==> config.mk <==
export PLATFORM = sky130hd
export DESIGN_NAME = spring_follow_view_transform_top
export DESIGN_NICKNAME = d
export VERILOG_FILES = /design/src/hdl/sfvt_pkg.sv /design/src/hdl/spring_follow_view_transform_top.sv
export VERILOG_INCLUDE_DIRS = /design/src /design/src/hdl
export SDC_FILE = /design/constraint.sdc
export NUM_CORES = 2
export LEC_CHECK = 0
export BUFFER_PORTS_ARGS = -buffer_cell sky130_fd_sc_hd__buf_2
export CAP_MARGIN = 20
export CORE_MARGIN = 10
export CORE_UTILIZATION = 38
export DETAILED_ROUTE_END_ITERATION = 10
export PLACE_DENSITY = 0.62
export SLEW_MARGIN = 20
export SYNTH_ARGS = -nofsm -noshare
export SYNTH_HDL_FRONTEND = slang
export SYNTH_SLANG_ARGS = --single-unit
==> constraint.sdc <==
create_clock -name clk -period 14.4 [get_ports clk]
set_input_delay 2.88 -clock clk [delete_from_list [all_inputs] [get_ports clk]]
set_output_delay 2.88 -clock clk [all_outputs]
set_load 0.05 [all_outputs]
==> src/hdl/assert_macros.svh <==
// assertion macros for the rtl of the camera follower
// no dependencies; define ASSERT_OFF to compile the checks out
`ifndef ASSERT_MACROS_SVH
`define ASSERT_MACROS_SVH

// same-cycle implication, checked while out of reset
`ifndef ASSERT_OFF
`define ASSERT_IMPL(lbl, clk, rst_n, ante, cons, msg) \
    lbl: assert property (@(posedge clk) disable iff (!rst_n) (ante) |-> (cons)) \
        else $error(msg);
`else
`define ASSERT_IMPL(lbl, clk, rst_n, ante, cons, msg)
`endif

// next-cycle implication, checked while out of reset
`ifndef ASSERT_OFF
`define ASSERT_NEXT(lbl, clk, rst_n, ante, cons, msg) \
    lbl: assert property (@(posedge clk) disable iff (!rst_n) (ante) |=> (cons)) \
        else $error(msg);
`else
`define ASSERT_NEXT(lbl, clk, rst_n, ante, cons, msg)
`endif

`endif

==> src/hdl/sfvt_pkg.sv <==
// types, codes and microcode rom of the spring follower / view transform
// no dependencies
package sfvt_pkg;

    // item kinds
    localparam logic [1:0] KIND_SET    = 2'd0;
    localparam logic [1:0] KIND_TICK   = 2'd1;
    localparam logic [1:0] KIND_VERTEX = 2'd2;

    // result kinds
    localparam logic RES_KIND_POS    = 1'b0;
    localparam logic RES_KIND_VERTEX = 1'b1;

    // configuration register indexes
    localparam int CFG_IDX_W = 3;
    localparam logic [CFG_IDX_W-1:0] CFG_SPRING_ENABLE   = 3'd0;
    localparam logic [CFG_IDX_W-1:0] CFG_SPRING_CONSTANT = 3'd1;
    localparam logic [CFG_IDX_W-1:0] CFG_DAMPING         = 3'd2;
    localparam logic [CFG_IDX_W-1:0] CFG_ZOOM_SCALE      = 3'd3;
    localparam logic [CFG_IDX_W-1:0] CFG_DIR_COS         = 3'd4;
    localparam logic [CFG_IDX_W-1:0] CFG_DIR_SIN         = 3'd5;
    localparam logic [CFG_IDX_W-1:0] CFG_HALF_WIDTH      = 3'd6;
    localparam logic [CFG_IDX_W-1:0] CFG_HALF_HEIGHT     = 3'd7;
    localparam int CFG_DATA_W = 24;

    // register reset values
    localparam logic [23:0] RST_SPRING_CONSTANT = 24'd3276800;
    localparam logic [23:0] RST_DAMPING         = 24'd926819;
    localparam logic [23:0] RST_ZOOM_SCALE      = 24'd65536;
    localparam logic [17:0] RST_DIR_COS         = 18'd65536;

    localparam int FRAC_BITS = 16;

    typedef struct packed {
        logic [1:0]         kind;
        logic signed [31:0] in_x;
        logic signed [31:0] in_y;
        logic [15:0]        time_step;
    } item_t;

    typedef struct packed {
        logic               result_kind;
        logic signed [31:0] out_x;
        logic signed [31:0] out_y;
    } result_t;

    typedef enum logic {
        SEQ_IDLE,
        SEQ_RUN
    } seq_state_t;

    // multiplier operand a sources
    typedef enum logic [3:0] {
        A_ZERO, A_POS_X, A_POS_Y, A_VEL_X, A_VEL_Y,
        A_IDEAL_X, A_IDEAL_Y, A_IN_X, A_IN_Y, A_T0, A_T1
    } a_sel_t;

    // multiplier operand b sources
    typedef enum logic [2:0] {
        B_ZERO, B_K, B_C, B_ZOOM, B_COS, B_SIN, B_DT, B_ONE
    } b_sel_t;

    // accumulator operation on the registered product
    typedef enum logic [2:0] {
        ACC_HOLD, ACC_LOAD, ACC_LOADN, ACC_ADD, ACC_SUB
    } acc_op_t;

    // writeback of the accumulator scaled back to q16.16
    typedef enum logic [3:0] {
        WB_NONE, WB_T0, WB_T1, WB_VEL_X, WB_VEL_Y,
        WB_POS_X, WB_POS_Y, WB_RES_X, WB_RES_Y
    } wb_dst_t;

    typedef enum logic [1:0] {
        EMIT_NONE, EMIT_POS, EMIT_RES
    } emit_t;

    typedef enum logic [1:0] {
        JMP_NEXT, JMP_IF_VERT, JMP_IF_SNAP, JMP_END
    } jmp_t;

    localparam int PROG_LEN = 40;
    localparam int PC_W     = $clog2(PROG_LEN);

    localparam logic [PC_W-1:0] SNAP_ENTRY = PC_W'(23);
    localparam logic [PC_W-1:0] VERT_ENTRY = PC_W'(28);

    typedef struct packed {
        a_sel_t          a_sel;
        b_sel_t          b_sel;
        acc_op_t         acc_op;
        wb_dst_t         wb_dst;
        emit_t           emit;
        jmp_t            jmp;
        logic [PC_W-1:0] target;
    } ucode_t;

    function automatic ucode_t uw(input a_sel_t a, input b_sel_t b, input acc_op_t acc,
                                  input wb_dst_t wb, input emit_t em, input jmp_t j,
                                  input logic [PC_W-1:0] tgt);
        ucode_t w;
        w.a_sel  = a;
        w.b_sel  = b;
        w.acc_op = acc;
        w.wb_dst = wb;
        w.emit   = em;
        w.jmp    = j;
        w.target = tgt;
        return w;
    endfunction

    // the program: a product issued at step n is accumulated at step n+1,
    // and the accumulator is written back at step n+2 or later
    function automatic ucode_t ucode_word(input logic [PC_W-1:0] pc);
        localparam logic [PC_W-1:0] Z = '0;
        ucode_t w;
        unique case (pc)
            // dispatch
            PC_W'(0):  w = uw(A_ZERO, B_ZERO, ACC_HOLD, WB_NONE, EMIT_NONE, JMP_IF_VERT,
                              VERT_ENTRY);
            PC_W'(1):  w = uw(A_ZERO, B_ZERO, ACC_HOLD, WB_NONE, EMIT_NONE, JMP_IF_SNAP,
                              SNAP_ENTRY);
            // spring step, x axis
            PC_W'(2):  w = uw(A_POS_X, B_K, ACC_HOLD, WB_NONE, EMIT_NONE, JMP_NEXT, Z);
            PC_W'(3):  w = uw(A_IDEAL_X, B_K, ACC_LOADN, WB_NONE, EMIT_NONE, JMP_NEXT, Z);
            PC_W'(4):  w = uw(A_VEL_X, B_C, ACC_ADD, WB_NONE, EMIT_NONE, JMP_NEXT, Z);
            PC_W'(5):  w = uw(A_VEL_X, B_ONE, ACC_SUB, WB_NONE, EMIT_NONE, JMP_NEXT, Z);
            PC_W'(6):  w = uw(A_ZERO, B_ZERO, ACC_LOAD, WB_T0, EMIT_NONE, JMP_NEXT, Z);
            PC_W'(7):  w = uw(A_T0, B_DT, ACC_HOLD, WB_NONE, EMIT_NONE, JMP_NEXT, Z);
            PC_W'(8):  w = uw(A_POS_X, B_ONE, ACC_ADD, WB_NONE, EMIT_NONE, JMP_NEXT, Z);
            PC_W'(9):  w = uw(A_ZERO, B_ZERO, ACC_LOAD, WB_VEL_X, EMIT_NONE, JMP_NEXT, Z);
            PC_W'(10): w = uw(A_VEL_X, B_DT, ACC_HOLD, WB_NONE, EMIT_NONE, JMP_NEXT, Z);
            // x tail overlaps the y head
            PC_W'(11): w = uw(A_POS_Y, B_K, ACC_ADD, WB_NONE, EMIT_NONE, JMP_NEXT, Z);
            PC_W'(12): w = uw(A_IDEAL_Y, B_K, ACC_LOADN, WB_POS_X, EMIT_NONE, JMP_NEXT, Z);
            PC_W'(13): w = uw(A_VEL_Y, B_C, ACC_ADD, WB_NONE, EMIT_NONE, JMP_NEXT, Z);
            PC_W'(14): w = uw(A_VEL_Y, B_ONE, ACC_SUB, WB_NONE, EMIT_NONE, JMP_NEXT, Z);
            PC_W'(15): w = uw(A_ZERO, B_ZERO, ACC_LOAD, WB_T0, EMIT_NONE, JMP_NEXT, Z);
            PC_W'(16): w = uw(A_T0, B_DT, ACC_HOLD, WB_NONE, EMIT_NONE, JMP_NEXT, Z);
            PC_W'(17): w = uw(A_POS_Y, B_ONE, ACC_ADD, WB_NONE, EMIT_NONE, JMP_NEXT, Z);
            PC_W'(18): w = uw(A_ZERO, B_ZERO, ACC_LOAD, WB_VEL_Y, EMIT_NONE, JMP_NEXT, Z);
            PC_W'(19): w = uw(A_VEL_Y, B_DT, ACC_HOLD, WB_NONE, EMIT_NONE, JMP_NEXT, Z);
            PC_W'(20): w = uw(A_ZERO, B_ZERO, ACC_ADD, WB_NONE, EMIT_NONE, JMP_NEXT, Z);
            PC_W'(21): w = uw(A_ZERO, B_ZERO, ACC_HOLD, WB_POS_Y, EMIT_NONE, JMP_NEXT, Z);
            PC_W'(22): w = uw(A_ZERO, B_ZERO, ACC_HOLD, WB_NONE, EMIT_POS, JMP_END, Z);
            // snap to ideal
            PC_W'(23): w = uw(A_IDEAL_X, B_ONE, ACC_HOLD, WB_NONE, EMIT_NONE, JMP_NEXT, Z);
            PC_W'(24): w = uw(A_IDEAL_Y, B_ONE, ACC_LOAD, WB_NONE, EMIT_NONE, JMP_NEXT, Z);
            PC_W'(25): w = uw(A_ZERO, B_ZERO, ACC_LOAD, WB_POS_X, EMIT_NONE, JMP_NEXT, Z);
            PC_W'(26): w = uw(A_ZERO, B_ZERO, ACC_HOLD, WB_POS_Y, EMIT_NONE, JMP_NEXT, Z);
            PC_W'(27): w = uw(A_ZERO, B_ZERO, ACC_HOLD, WB_NONE, EMIT_POS, JMP_END, Z);
            // vertex transform
            PC_W'(28): w = uw(A_IN_X, B_ZOOM, ACC_HOLD, WB_NONE, EMIT_NONE, JMP_NEXT, Z);
            PC_W'(29): w = uw(A_POS_X, B_ZOOM, ACC_LOAD, WB_NONE, EMIT_NONE, JMP_NEXT, Z);
            PC_W'(30): w = uw(A_IN_Y, B_ZOOM, ACC_SUB, WB_NONE, EMIT_NONE, JMP_NEXT, Z);
            PC_W'(31): w = uw(A_POS_Y, B_ZOOM, ACC_LOAD, WB_T0, EMIT_NONE, JMP_NEXT, Z);
            PC_W'(32): w = uw(A_ZERO, B_ZERO, ACC_SUB, WB_NONE, EMIT_NONE, JMP_NEXT, Z);
            PC_W'(33): w = uw(A_T0, B_COS, ACC_HOLD, WB_T1, EMIT_NONE, JMP_NEXT, Z);
            PC_W'(34): w = uw(A_T1, B_SIN, ACC_LOAD, WB_NONE, EMIT_NONE, JMP_NEXT, Z);
            PC_W'(35): w = uw(A_T1, B_COS, ACC_ADD, WB_NONE, EMIT_NONE, JMP_NEXT, Z);
            PC_W'(36): w = uw(A_T0, B_SIN, ACC_LOAD, WB_RES_X, EMIT_NONE, JMP_NEXT, Z);
            PC_W'(37): w = uw(A_ZERO, B_ZERO, ACC_SUB, WB_NONE, EMIT_NONE, JMP_NEXT, Z);
            PC_W'(38): w = uw(A_ZERO, B_ZERO, ACC_HOLD, WB_RES_Y, EMIT_NONE, JMP_NEXT, Z);
            PC_W'(39): w = uw(A_ZERO, B_ZERO, ACC_HOLD, WB_NONE, EMIT_RES, JMP_END, Z);
            default:   w = uw(A_ZERO, B_ZERO, ACC_HOLD, WB_NONE, EMIT_NONE, JMP_END, Z);
        endcase
        return w;
    endfunction

    // clamp to signed 32 bits
    function automatic logic signed [31:0] sat32(input logic signed [48:0] v);
        logic signed [31:0] r;
        if (v > 49'sh0_0000_7FFF_FFFF) begin
            r = 32'sh7FFF_FFFF;
        end else if (v < -49'sh0_0000_8000_0000) begin
            r = 32'sh8000_0000;
        end else begin
            r = v[31:0];
        end
        return r;
    endfunction

endpackage

==> src/hdl/spring_follow_view_transform_top.sv <==
// top level of the 2d camera spring follower and view transform
// depends on sfvt_pkg and assert_macros.svh
//
// 2d camera block. set transactions store the ideal position.
// tick transactions run a spring-damper step (or snap to the ideal position
// when the spring is disabled) and return the camera position; vertex
// transactions return the point moved by -pos, scaled, rotated by the
// conjugate of (dir_cos, dir_sin) and offset by the half screen size, all
// q16.16 and saturated. one item is worked on at a time. the work is run by
// a microcode program over one shared 43x25 multiplier feeding a 64-bit
// accumulator, one control word per cycle while no emit step stalls;
// item_ready is high only between programs. a result waits in an output
// register and the program stalls at its emit step only while that
// register is full. configuration writes are always taken and are meant
// to land while idle.

module spring_follow_view_transform_top (
    input  logic                                clk,
    input  logic                                rst_n,
    input  logic                                item_valid,
    output logic                                item_ready,
    input  sfvt_pkg::item_t                     item,
    output logic                                result_valid,
    input  logic                                result_ready,
    output sfvt_pkg::result_t                   result,
    input  logic                                cfg_valid,
    output logic                                cfg_ready,
    input  logic [sfvt_pkg::CFG_IDX_W-1:0]      cfg_index,
    input  logic [sfvt_pkg::CFG_DATA_W-1:0]     cfg_data
);
    import sfvt_pkg::*;

    `include "assert_macros.svh"

    // configuration registers
    logic               spring_enable_reg;
    logic [23:0]        spring_constant_reg;
    logic [23:0]        damping_reg;
    logic [23:0]        zoom_reg;
    logic signed [17:0] dir_cos_reg;
    logic signed [17:0] dir_sin_reg;
    logic [11:0]        half_width_reg;
    logic [11:0]        half_height_reg;

    // camera state
    logic signed [31:0] pos_x_reg, pos_y_reg;
    logic signed [31:0] vel_x_reg, vel_y_reg;
    logic signed [31:0] ideal_x_reg, ideal_y_reg;

    // latched item and scratch
    item_t              item_reg;
    logic signed [42:0] t0_reg, t1_reg;
    logic signed [31:0] res_x_reg, res_y_reg;
    logic signed [63:0] prod_reg;
    logic signed [63:0] acc_reg;
    logic signed [63:0] acc_next;

    // sequencer
    seq_state_t         state_reg, state_next;
    logic [PC_W-1:0]    pc_reg, pc_next;
    ucode_t             word;
    logic               advance;

    // output register
    logic               out_valid_reg;
    result_t            out_reg;
    logic               out_load;

    logic               item_fire;
    logic               start_prog;

    logic signed [42:0] opa;
    logic signed [24:0] opb;
    logic signed [67:0] prod_full;
    logic signed [63:0] acc_shr;
    logic signed [47:0] wb_base;
    logic [27:0]        wb_offset;
    logic signed [48:0] wb_sum;
    logic signed [31:0] wb_sat;

    assign cfg_ready    = 1'b1;
    assign item_ready   = (state_reg == SEQ_IDLE);
    assign item_fire    = item_valid && item_ready;
    assign start_prog   = item_fire && ((item.kind == KIND_TICK) || (item.kind == KIND_VERTEX));

    assign result_valid = out_valid_reg;
    assign result       = out_reg;

    // current control word; idle reads word zero but nothing acts on it
    assign word = ucode_word(pc_reg);

    // only an emit step waits, and only on a full output register
    assign advance  = !((word.emit != EMIT_NONE) && out_valid_reg && !result_ready);
    assign out_load = (state_reg == SEQ_RUN) && (word.emit != EMIT_NONE) && advance;

    // ---------------- sequencer next state ----------------
    always_comb begin
        state_next = state_reg;
        pc_next    = pc_reg;
        unique case (state_reg)
            SEQ_IDLE:
            begin
                if (start_prog) begin
                    state_next = SEQ_RUN;
                    pc_next    = '0;
                end
            end
            SEQ_RUN:
            begin
                if (advance) begin
                    unique case (word.jmp)
                        JMP_NEXT:    pc_next = pc_reg + 1'b1;
                        JMP_IF_VERT: pc_next = (item_reg.kind == KIND_VERTEX) ?
                                               word.target : pc_reg + 1'b1;
                        JMP_IF_SNAP: pc_next = !spring_enable_reg ?
                                               word.target : pc_reg + 1'b1;
                        JMP_END:
                        begin
                            state_next = SEQ_IDLE;
                            pc_next    = '0;
                        end
                    endcase
                end
            end
        endcase
    end

    always_ff @(posedge clk or negedge rst_n) begin
        if (!rst_n) begin
            state_reg <= SEQ_IDLE;
            pc_reg    <= '0;
        end else begin
            state_reg <= state_next;
            pc_reg    <= pc_next;
        end
    end

    // ---------------- datapath controls ----------------
    // operand a, sign extended to the multiplier width
    always_comb begin
        unique case (word.a_sel)
            A_POS_X:   opa = 43'(pos_x_reg);
            A_POS_Y:   opa = 43'(pos_y_reg);
            A_VEL_X:   opa = 43'(vel_x_reg);
            A_VEL_Y:   opa = 43'(vel_y_reg);
            A_IDEAL_X: opa = 43'(ideal_x_reg);
            A_IDEAL_Y: opa = 43'(ideal_y_reg);
            A_IN_X:    opa = 43'(item_reg.in_x);
            A_IN_Y:    opa = 43'(item_reg.in_y);
            A_T0:      opa = t0_reg;
            A_T1:      opa = t1_reg;
            default:   opa = '0;
        endcase
    end

    // operand b; unsigned registers get a zero sign bit
    always_comb begin
        unique case (word.b_sel)
            B_K:     opb = $signed({1'b0, spring_constant_reg});
            B_C:     opb = $signed({1'b0, damping_reg});
            B_ZOOM:  opb = $signed({1'b0, zoom_reg});
            B_COS:   opb = 25'(dir_cos_reg);
            B_SIN:   opb = 25'(dir_sin_reg);
            B_DT:    opb = $signed({9'b0, item_reg.time_step});
            B_ONE:   opb = 25'sd1 <<< FRAC_BITS;
            default: opb = '0;
        endcase
    end

    // products stay below 2^60 in magnitude, so 64 bits hold them exactly
    assign prod_full = opa * opb;

    always_comb begin
        unique case (word.acc_op)
            ACC_LOAD:  acc_next = prod_reg;
            ACC_LOADN: acc_next = -prod_reg;
            ACC_ADD:   acc_next = acc_reg + prod_reg;
            ACC_SUB:   acc_next = acc_reg - prod_reg;
            default:   acc_next = acc_reg;
        endcase
    end

    // writeback: arithmetic shift is the floor, then screen offset and clamp
    assign acc_shr = acc_reg >>> FRAC_BITS;
    assign wb_base = acc_shr[47:0];

    always_comb begin
        unique case (word.wb_dst)
            WB_RES_X: wb_offset = {half_width_reg, 16'b0};
            WB_RES_Y: wb_offset = {half_height_reg, 16'b0};
            default:  wb_offset = '0;
        endcase
    end

    assign wb_sum = 49'(wb_base) + $signed({21'b0, wb_offset});
    assign wb_sat = sat32(wb_sum);

    // ---------------- datapath registers ----------------
    always_ff @(posedge clk) begin
        if (item_fire) begin
            item_reg <= item;
        end
        if (state_reg == SEQ_RUN) begin
            prod_reg <= prod_full[63:0];
            acc_reg  <= acc_next;
            unique case (word.wb_dst)
                WB_T0:    t0_reg    <= wb_base[42:0];
                WB_T1:    t1_reg    <= wb_base[42:0];
                WB_RES_X: res_x_reg <= wb_sat;
                WB_RES_Y: res_y_reg <= wb_sat;
                default:  ;
            endcase
        end
    end

    // camera state: reset to zero, written by set transactions and the program
    always_ff @(posedge clk or negedge rst_n) begin
        if (!rst_n) begin
            pos_x_reg   <= '0;
            pos_y_reg   <= '0;
            vel_x_reg   <= '0;
            vel_y_reg   <= '0;
            ideal_x_reg <= '0;
            ideal_y_reg <= '0;
        end else begin
            if (item_fire && (item.kind == KIND_SET)) begin
                ideal_x_reg <= item.in_x;
                ideal_y_reg <= item.in_y;
            end
            if (state_reg == SEQ_RUN) begin
                unique case (word.wb_dst)
                    WB_VEL_X: vel_x_reg <= wb_sat;
                    WB_VEL_Y: vel_y_reg <= wb_sat;
                    WB_POS_X: pos_x_reg <= wb_sat;
                    WB_POS_Y: pos_y_reg <= wb_sat;
                    default:  ;
                endcase
            end
        end
    end

    // configuration registers
    always_ff @(posedge clk or negedge rst_n) begin
        if (!rst_n) begin
            spring_enable_reg   <= 1'b1;
            spring_constant_reg <= RST_SPRING_CONSTANT;
            damping_reg         <= RST_DAMPING;
            zoom_reg            <= RST_ZOOM_SCALE;
            dir_cos_reg         <= RST_DIR_COS;
            dir_sin_reg         <= '0;
            half_width_reg      <= '0;
            half_height_reg     <= '0;
        end else if (cfg_valid && cfg_ready) begin
            unique case (cfg_index)
                CFG_SPRING_ENABLE:   spring_enable_reg   <= cfg_data[0];
                CFG_SPRING_CONSTANT: spring_constant_reg <= cfg_data;
                CFG_DAMPING:         damping_reg         <= cfg_data;
                CFG_ZOOM_SCALE:      zoom_reg            <= cfg_data;
                CFG_DIR_COS:         dir_cos_reg         <= cfg_data[17:0];
                CFG_DIR_SIN:         dir_sin_reg         <= cfg_data[17:0];
                CFG_HALF_WIDTH:      half_width_reg      <= cfg_data[11:0];
                CFG_HALF_HEIGHT:     half_height_reg     <= cfg_data[11:0];
            endcase
        end
    end

    // ---------------- output register ----------------
    always_ff @(posedge clk or negedge rst_n) begin
        if (!rst_n) begin
            out_valid_reg <= 1'b0;
        end else begin
            out_valid_reg <= out_load || (out_valid_reg && !result_ready);
        end
    end

    always_ff @(posedge clk) begin
        if (out_load) begin
            if (word.emit == EMIT_RES) begin
                out_reg.result_kind <= RES_KIND_VERTEX;
                out_reg.out_x       <= res_x_reg;
                out_reg.out_y       <= res_y_reg;
            end else begin
                out_reg.result_kind <= RES_KIND_POS;
                out_reg.out_x       <= pos_x_reg;
                out_reg.out_y       <= pos_y_reg;
            end
        end
    end

    // ---------------- assertions ----------------
    `ASSERT_NEXT(a_stall_holds_pc, clk, rst_n, (state_reg == SEQ_RUN) && !advance,
                 (state_reg == SEQ_RUN) && $stable(pc_reg), "emit stall moved the program")
    `ASSERT_IMPL(a_pc_in_program, clk, rst_n, state_reg == SEQ_RUN,
                 pc_reg < PC_W'(PROG_LEN), "program counter left the program")
    `ASSERT_NEXT(a_item_starts_program, clk, rst_n, start_prog,
                 (state_reg == SEQ_RUN) && (pc_reg == '0), "tick or vertex did not start")

endmodule

; Yosys cells after proc, flatten, opt, wreduce, memory -nomap -nowiden
; Memories as Yosys holds them, arrays and structs flattened.
; Index checks and enable logic that the tools add are counted.
[op_classes]
muxes = 17
n_eq_ne = 45
reduce_logical = 35
mul = 1
add_sub_neg = 5
bitwise = 1
magnitude_cmp = 2
[ops]
columns = cell, n
row1 = $pmux W43 S10, 1
row2 = $pmux W64 S4, 1
row3 = $pmux W25 S7, 1
row4 = $mux W65, 1
row5 = $add A64 B64 Y64, 1
row6 = $mul A43 B25 Y64, 1
row7 = $mux W32, 2
row8 = $neg A64 Y64, 1
row9 = $sub A64 B64 Y64, 1
row10 = $pmux W28 S2, 1
row11 = $add A48 B29 Y49, 1
row12 = $gt A49 B32 Y1 const B, 1
row13 = $lt A49 B32 Y1 const B, 1
row14 = $reduce_and A2 Y1, 18
row15 = $eq A4 B3 Y1 const B, 8
row16 = $eq A3 B3 Y1 const B, 9
row17 = $mux W6, 4
row18 = $pmux W6 S4, 1
row19 = $eq A3 B2 Y1 const B, 6
row20 = $eq A4 B2 Y1 const B, 4
row21 = $eq A4 B4 Y1 const B, 4
row22 = $pmux W6 S2, 1
row23 = $eq A2 B2 Y1 const B, 5
row24 = $eq A3 B1 Y1 const B, 3
row25 = 15 further kinds, 29
[totals]
inputBits = 114
output_inout_bits = 68
rom_bits = 1472
memories = 1
reg_bits = 758
[memory_table]
columns = name, words, word_bits, read_ports, rd_clocked_by_memory_dff, wr, line
row1 = (name not given), 64, 23, 1, 0, 0, sfvt_pkg.sv:117  ; unique case (pc)

; Logic depth before layout (Yosys ltp)
; An unclocked memory read counts as a cell.
[logic_depth]
depth_word = 7
mapped_depth = 44

; Least setup slack after synthesis
; Ideal clock, no wire load.
[synth_timing]
kind = register to register
from = register pc_reg[0]
to = register prod_reg[60], data pin
setup_ps = 275
path_slack_ps = 4381
period_less_slack_ps = 10019
path_stages_with_launch = 41
path_buffers = 5
t_arrival_ps = 9745
required_time_ps = 14125
cell_sequence = dfrtp_1 clkbuf_1 inv_1 ha_1 and2_1 clkbuf_1 nor2_1 nor2_1 a31oi_2 buf_2 buf_2 mux2i_1 o21ai_0 o21ai_1 clkbuf_1 nor2_1 fa_1 inv_1 [5 not listed] inv_1 fa_1 fa_1 inv_1 fa_1 inv_1 ha_1 and3_1 and2_1 and3_1 a22oi_1 a21oi_1 o21ai_0 o41ai_1 a21oi_1 o21ai_0 mux2i_1 o2111ai_1
[synth_between]
elab_chain_len = 4
word_cells_on_any_way = 21
classes_between = mul (1) / eq/ne (17) / mux (2) / memory (1)
[synth_rtl]
columns = item, line
row1 = start: declaration, spring_follow_view_transform_top.sv:60  ; logic [PC_W-1:0] pc_reg, pc_next;
row2 = start signal: assignment, spring_follow_view_transform_top.sv:134  ; pc_reg <= pc_next;
row3 = $mem_v2 Z64 W23 (*), n/a
row4 = "$eq A4 B4 Y1, or another cell as far along", spring_follow_view_transform_top.sv:141  ; unique case (word.a_sel)
row5 = $pmux W43 S10 or $pmux W25 S7 (tied branches), "spring_follow_view_transform_top.sv:141, spring_follow_view_transform_top.sv:158"
row6 = $mul A43 B25 Y64 (*), spring_follow_view_transform_top.sv:171  ; assign prod_full = opa * opb;
row7 = via prod_full[60], spring_follow_view_transform_top.sv:74  ; logic signed [67:0] prod_full;
row8 = end signal: assignment, spring_follow_view_transform_top.sv:204  ; prod_reg <= prod_full[63:0];
row9 = end: declaration, spring_follow_view_transform_top.sv:54  ; logic signed [63:0] prod_reg;
; Mark *: on every way through the listed nets, which the timed path passes. The rest lies on a longest branch.
; A chain may end at the register's enable or synchronous reset.

; Worst setup path after layout
[layout_timing]
from = register pc_reg[0]
to = register prod_reg[63], data pin
; The elaborated chain is that of the path after synthesis.

==> results.md <==
* TNS Setup at 0 ps
* Skew-Pair Late Insertion Delay at 730 ps
* Post-Syn Nets at 8716
* Met1 Track Usage GR at 0.307
* Post-synthesis sequential area ratio at 0.290
* CP Launch Point: pc_reg[0]
* EDFF count, synth at 425
* # DRC at 0
* CTS tree: built
* CP Capture Type: register
* Crit Path Class: reg -> reg
* Final setup viols at 0
* Max Cap Viol at 0
* Unique masters post-synth at 100
* Clk_skew at 60.0 ps
* Worst Path Required at 14840 ps
* Clock tree buffer depth at 3
* Most used cell, CP: fa_1
* Primary FF master, synth: edfxtp_1
* F_max at 81.9 MHz
* Root Buffer: clkbuf_16
* Met3 Use GR at 0.0364
* Routed Antenna Nets at 0
* Synth Area in Compound Gates at 0.104
* CTS buffer count at 79
* Hold Vio Cnt, Final at 0
* WHS Endpoint: vel_x_reg[25]
* Initial core utilization at 0.383
* Detailed-route via count at 55473
* I/O Buffers at 180
* DR WL/cell at 24.3 µm
* Global-route wire length before repair at 364000 µm
* Via density at 5.60
* Reg2reg setup slack at 2180 ps
* RePlAce Congestion at 0.941
* Die Wd at 458 µm
* Post-synthesis to final-layout area growth at 9.24%
* Hold buffer count at CTS at 0
* Max_slew headroom at 0.194
* Largest family of logic cells by synthesized area: adder cells
* DIE AREA at 210000 µm²
* Share of layout cells above drive strength 1 at 0.117
* DR iter-0 viols at 5684
* FF+latch count, synth at 758
* Total routed wirelength at 240000 µm
* Commonest non-fill, non-tap cell in the layout: inv_1
* Setup Buffers After CTS at 0
* Post-synthesis cell count at 7310
* CP max-delay cell: or4_1
* Mapped Area at 72900 µm²
* Core region area at 191000 µm²
* CTS-repair resized insts at 0
* Mux cell area share after synthesis at 0.0479
* CP Max Fanout at 28
* Clock transition at path regs at 70 ps
* Worst Hold Launch: vel_x_reg[25]
* CP Launch Type: register
* Post-Synth XOR/XNOR Area at 0.0263
* Status: finished clean
* Num ports at 182
* Max Slew Vio Count at 0
* HP Class: reg -> reg
* H-tree depth at 3
* Initial antenna violation count at 14
* Worst Path Arrival at 12650 ps
* Placement row count at 160
* Clock sinks at 758
* Post-DP HPWL at 188000 µm
* First-pass detailed-route iteration total at 7
* CP max stage delay at 840 ps
* Final Cycle Share at 0.848
* Ys Warns at 0
* Simple-gate area share of the yosys netlist at 0.125
* Largest net degree at the start of global routing at 77
* R2R Path Start: pc_reg[0]
* Fin crit period at 12220 ps
* Met2 GRT Util at 0.361
* R2R Path End: prod_reg[63]
* Total GRT Usage at 0.225
* Synth async-reset ratio at 0.439
* Die height at 458 µm
* Vias in the first global route at 57060
* Grt peak-use layer: met2
* RSZ-0062 raised after global routing: false
* Grt total ovfl at 0
* Worst Max-Slew Pin Slew at 1200 ps
* Mapped Avg Cell Area at 9.98 µm²
* Worst Hold Depth at 2
* Adder-cell share of the synthesized area at 0.328
* Worst-case reg-to-reg path depth at 36
* Largest register FFs at 82
* Commonest non-fill, non-tap cells in the layout: inv_1, fa_1, nand2_1
* Layout Nets at 8726
-- cell usage after synthesis, types with 40 or more instances --
cell type  instances  area [µm²]
buf_2             93         465
xnor2_1          122        1070
inv_1           1078        4050
a21o_1           126         946
a21oi_1          197         986
mux2i_1           45         450
nor3_1            69         345
mux2_2           265        2980
nand2_1         1001        3760
ha_1             259        3240
o21ai_0          291        1460
a22oi_1          102         766
nand2b_1          49         307
and3_1            40         250
dfrtp_1          318        7960
clkbuf_1         275        1030
a31oi_1           45         282
fa_1            1033       20700
a22o_1           101         885
nor2_1           627        2350
edfxtp_1         425       12800
xor2_1            92         806
nand3_1           61         305
-- per-layer routing --
metal | vias up | routed length [µm]
met5 | - | 17
met4 | 2 | 9770
met3 | 477 | 20100
met2 | 2590 | 111000
met1 | 28552 | 99000
li1 | 23852 | -
-- worst max-delay path: cells and delay by family (launching register included) --
family                   cells  cell delay, ps
AO/OA/AOI/OAI               12            3110
flip-flops                   1             560
adder cells (fa/ha/maj)      9            4320
AND/OR/NAND/NOR              7            2700
buffers and inverters        7             960
XOR/XNOR                     1             260
-- cell families after synthesis --
group,count (synthesis)
compound gates,1138
xor+xnor,216
fa+ha+maj,1292
buf+inv,1490
flops,758
mux,313
other cells,1
simple gates,2102
-- worst max-delay path by stage --
| stage | end | cells past startpoint |
|---|---|---|
| 2_1_floorplan | prod_reg[60] | 40 |
| 3_5_place_dp | prod_reg[63] | 36 |
| 6_report | prod_reg[63] | 36 |
| 5_1_grt | prod_reg[63] | 36 |
| 3_3_place_gp | prod_reg[63] | 36 |
| 4_1_cts | prod_reg[63] | 36 |
-- through the flow --
stage	util	worst slack [ps]	hold WS [ps]	cells	area, µm²
global route	0.418	1540	507	9897	79700
finish	0.418	2180	483	9901	79700
detailed placement	0.404	2220	471	9750	77000
CTS	0.418	2200	484	9897	79700
floorplan	-	4380	441	7310	72900
global placement	0.404	2480	461	9748	77000
-- area by class of cell --
type | count | area (µm²)
Multi-Input combinational cell | 5062 | 46600
Antenna cell | 4 | 10.0
Tap cell | 2511 | 3140
Sequential cell | 758 | 21100
Fill cell | 18429 | 111000
Inverter | 1083 | 4070
Clock buffer | 122 | 2330
Clock inverter | 25 | 323
Timing Repair Buffer | 336 | 2090
Power is left out: the tool's default activity adds up to more than one toggle a clock period on the data nets, which glitch-free logic cannot reach.
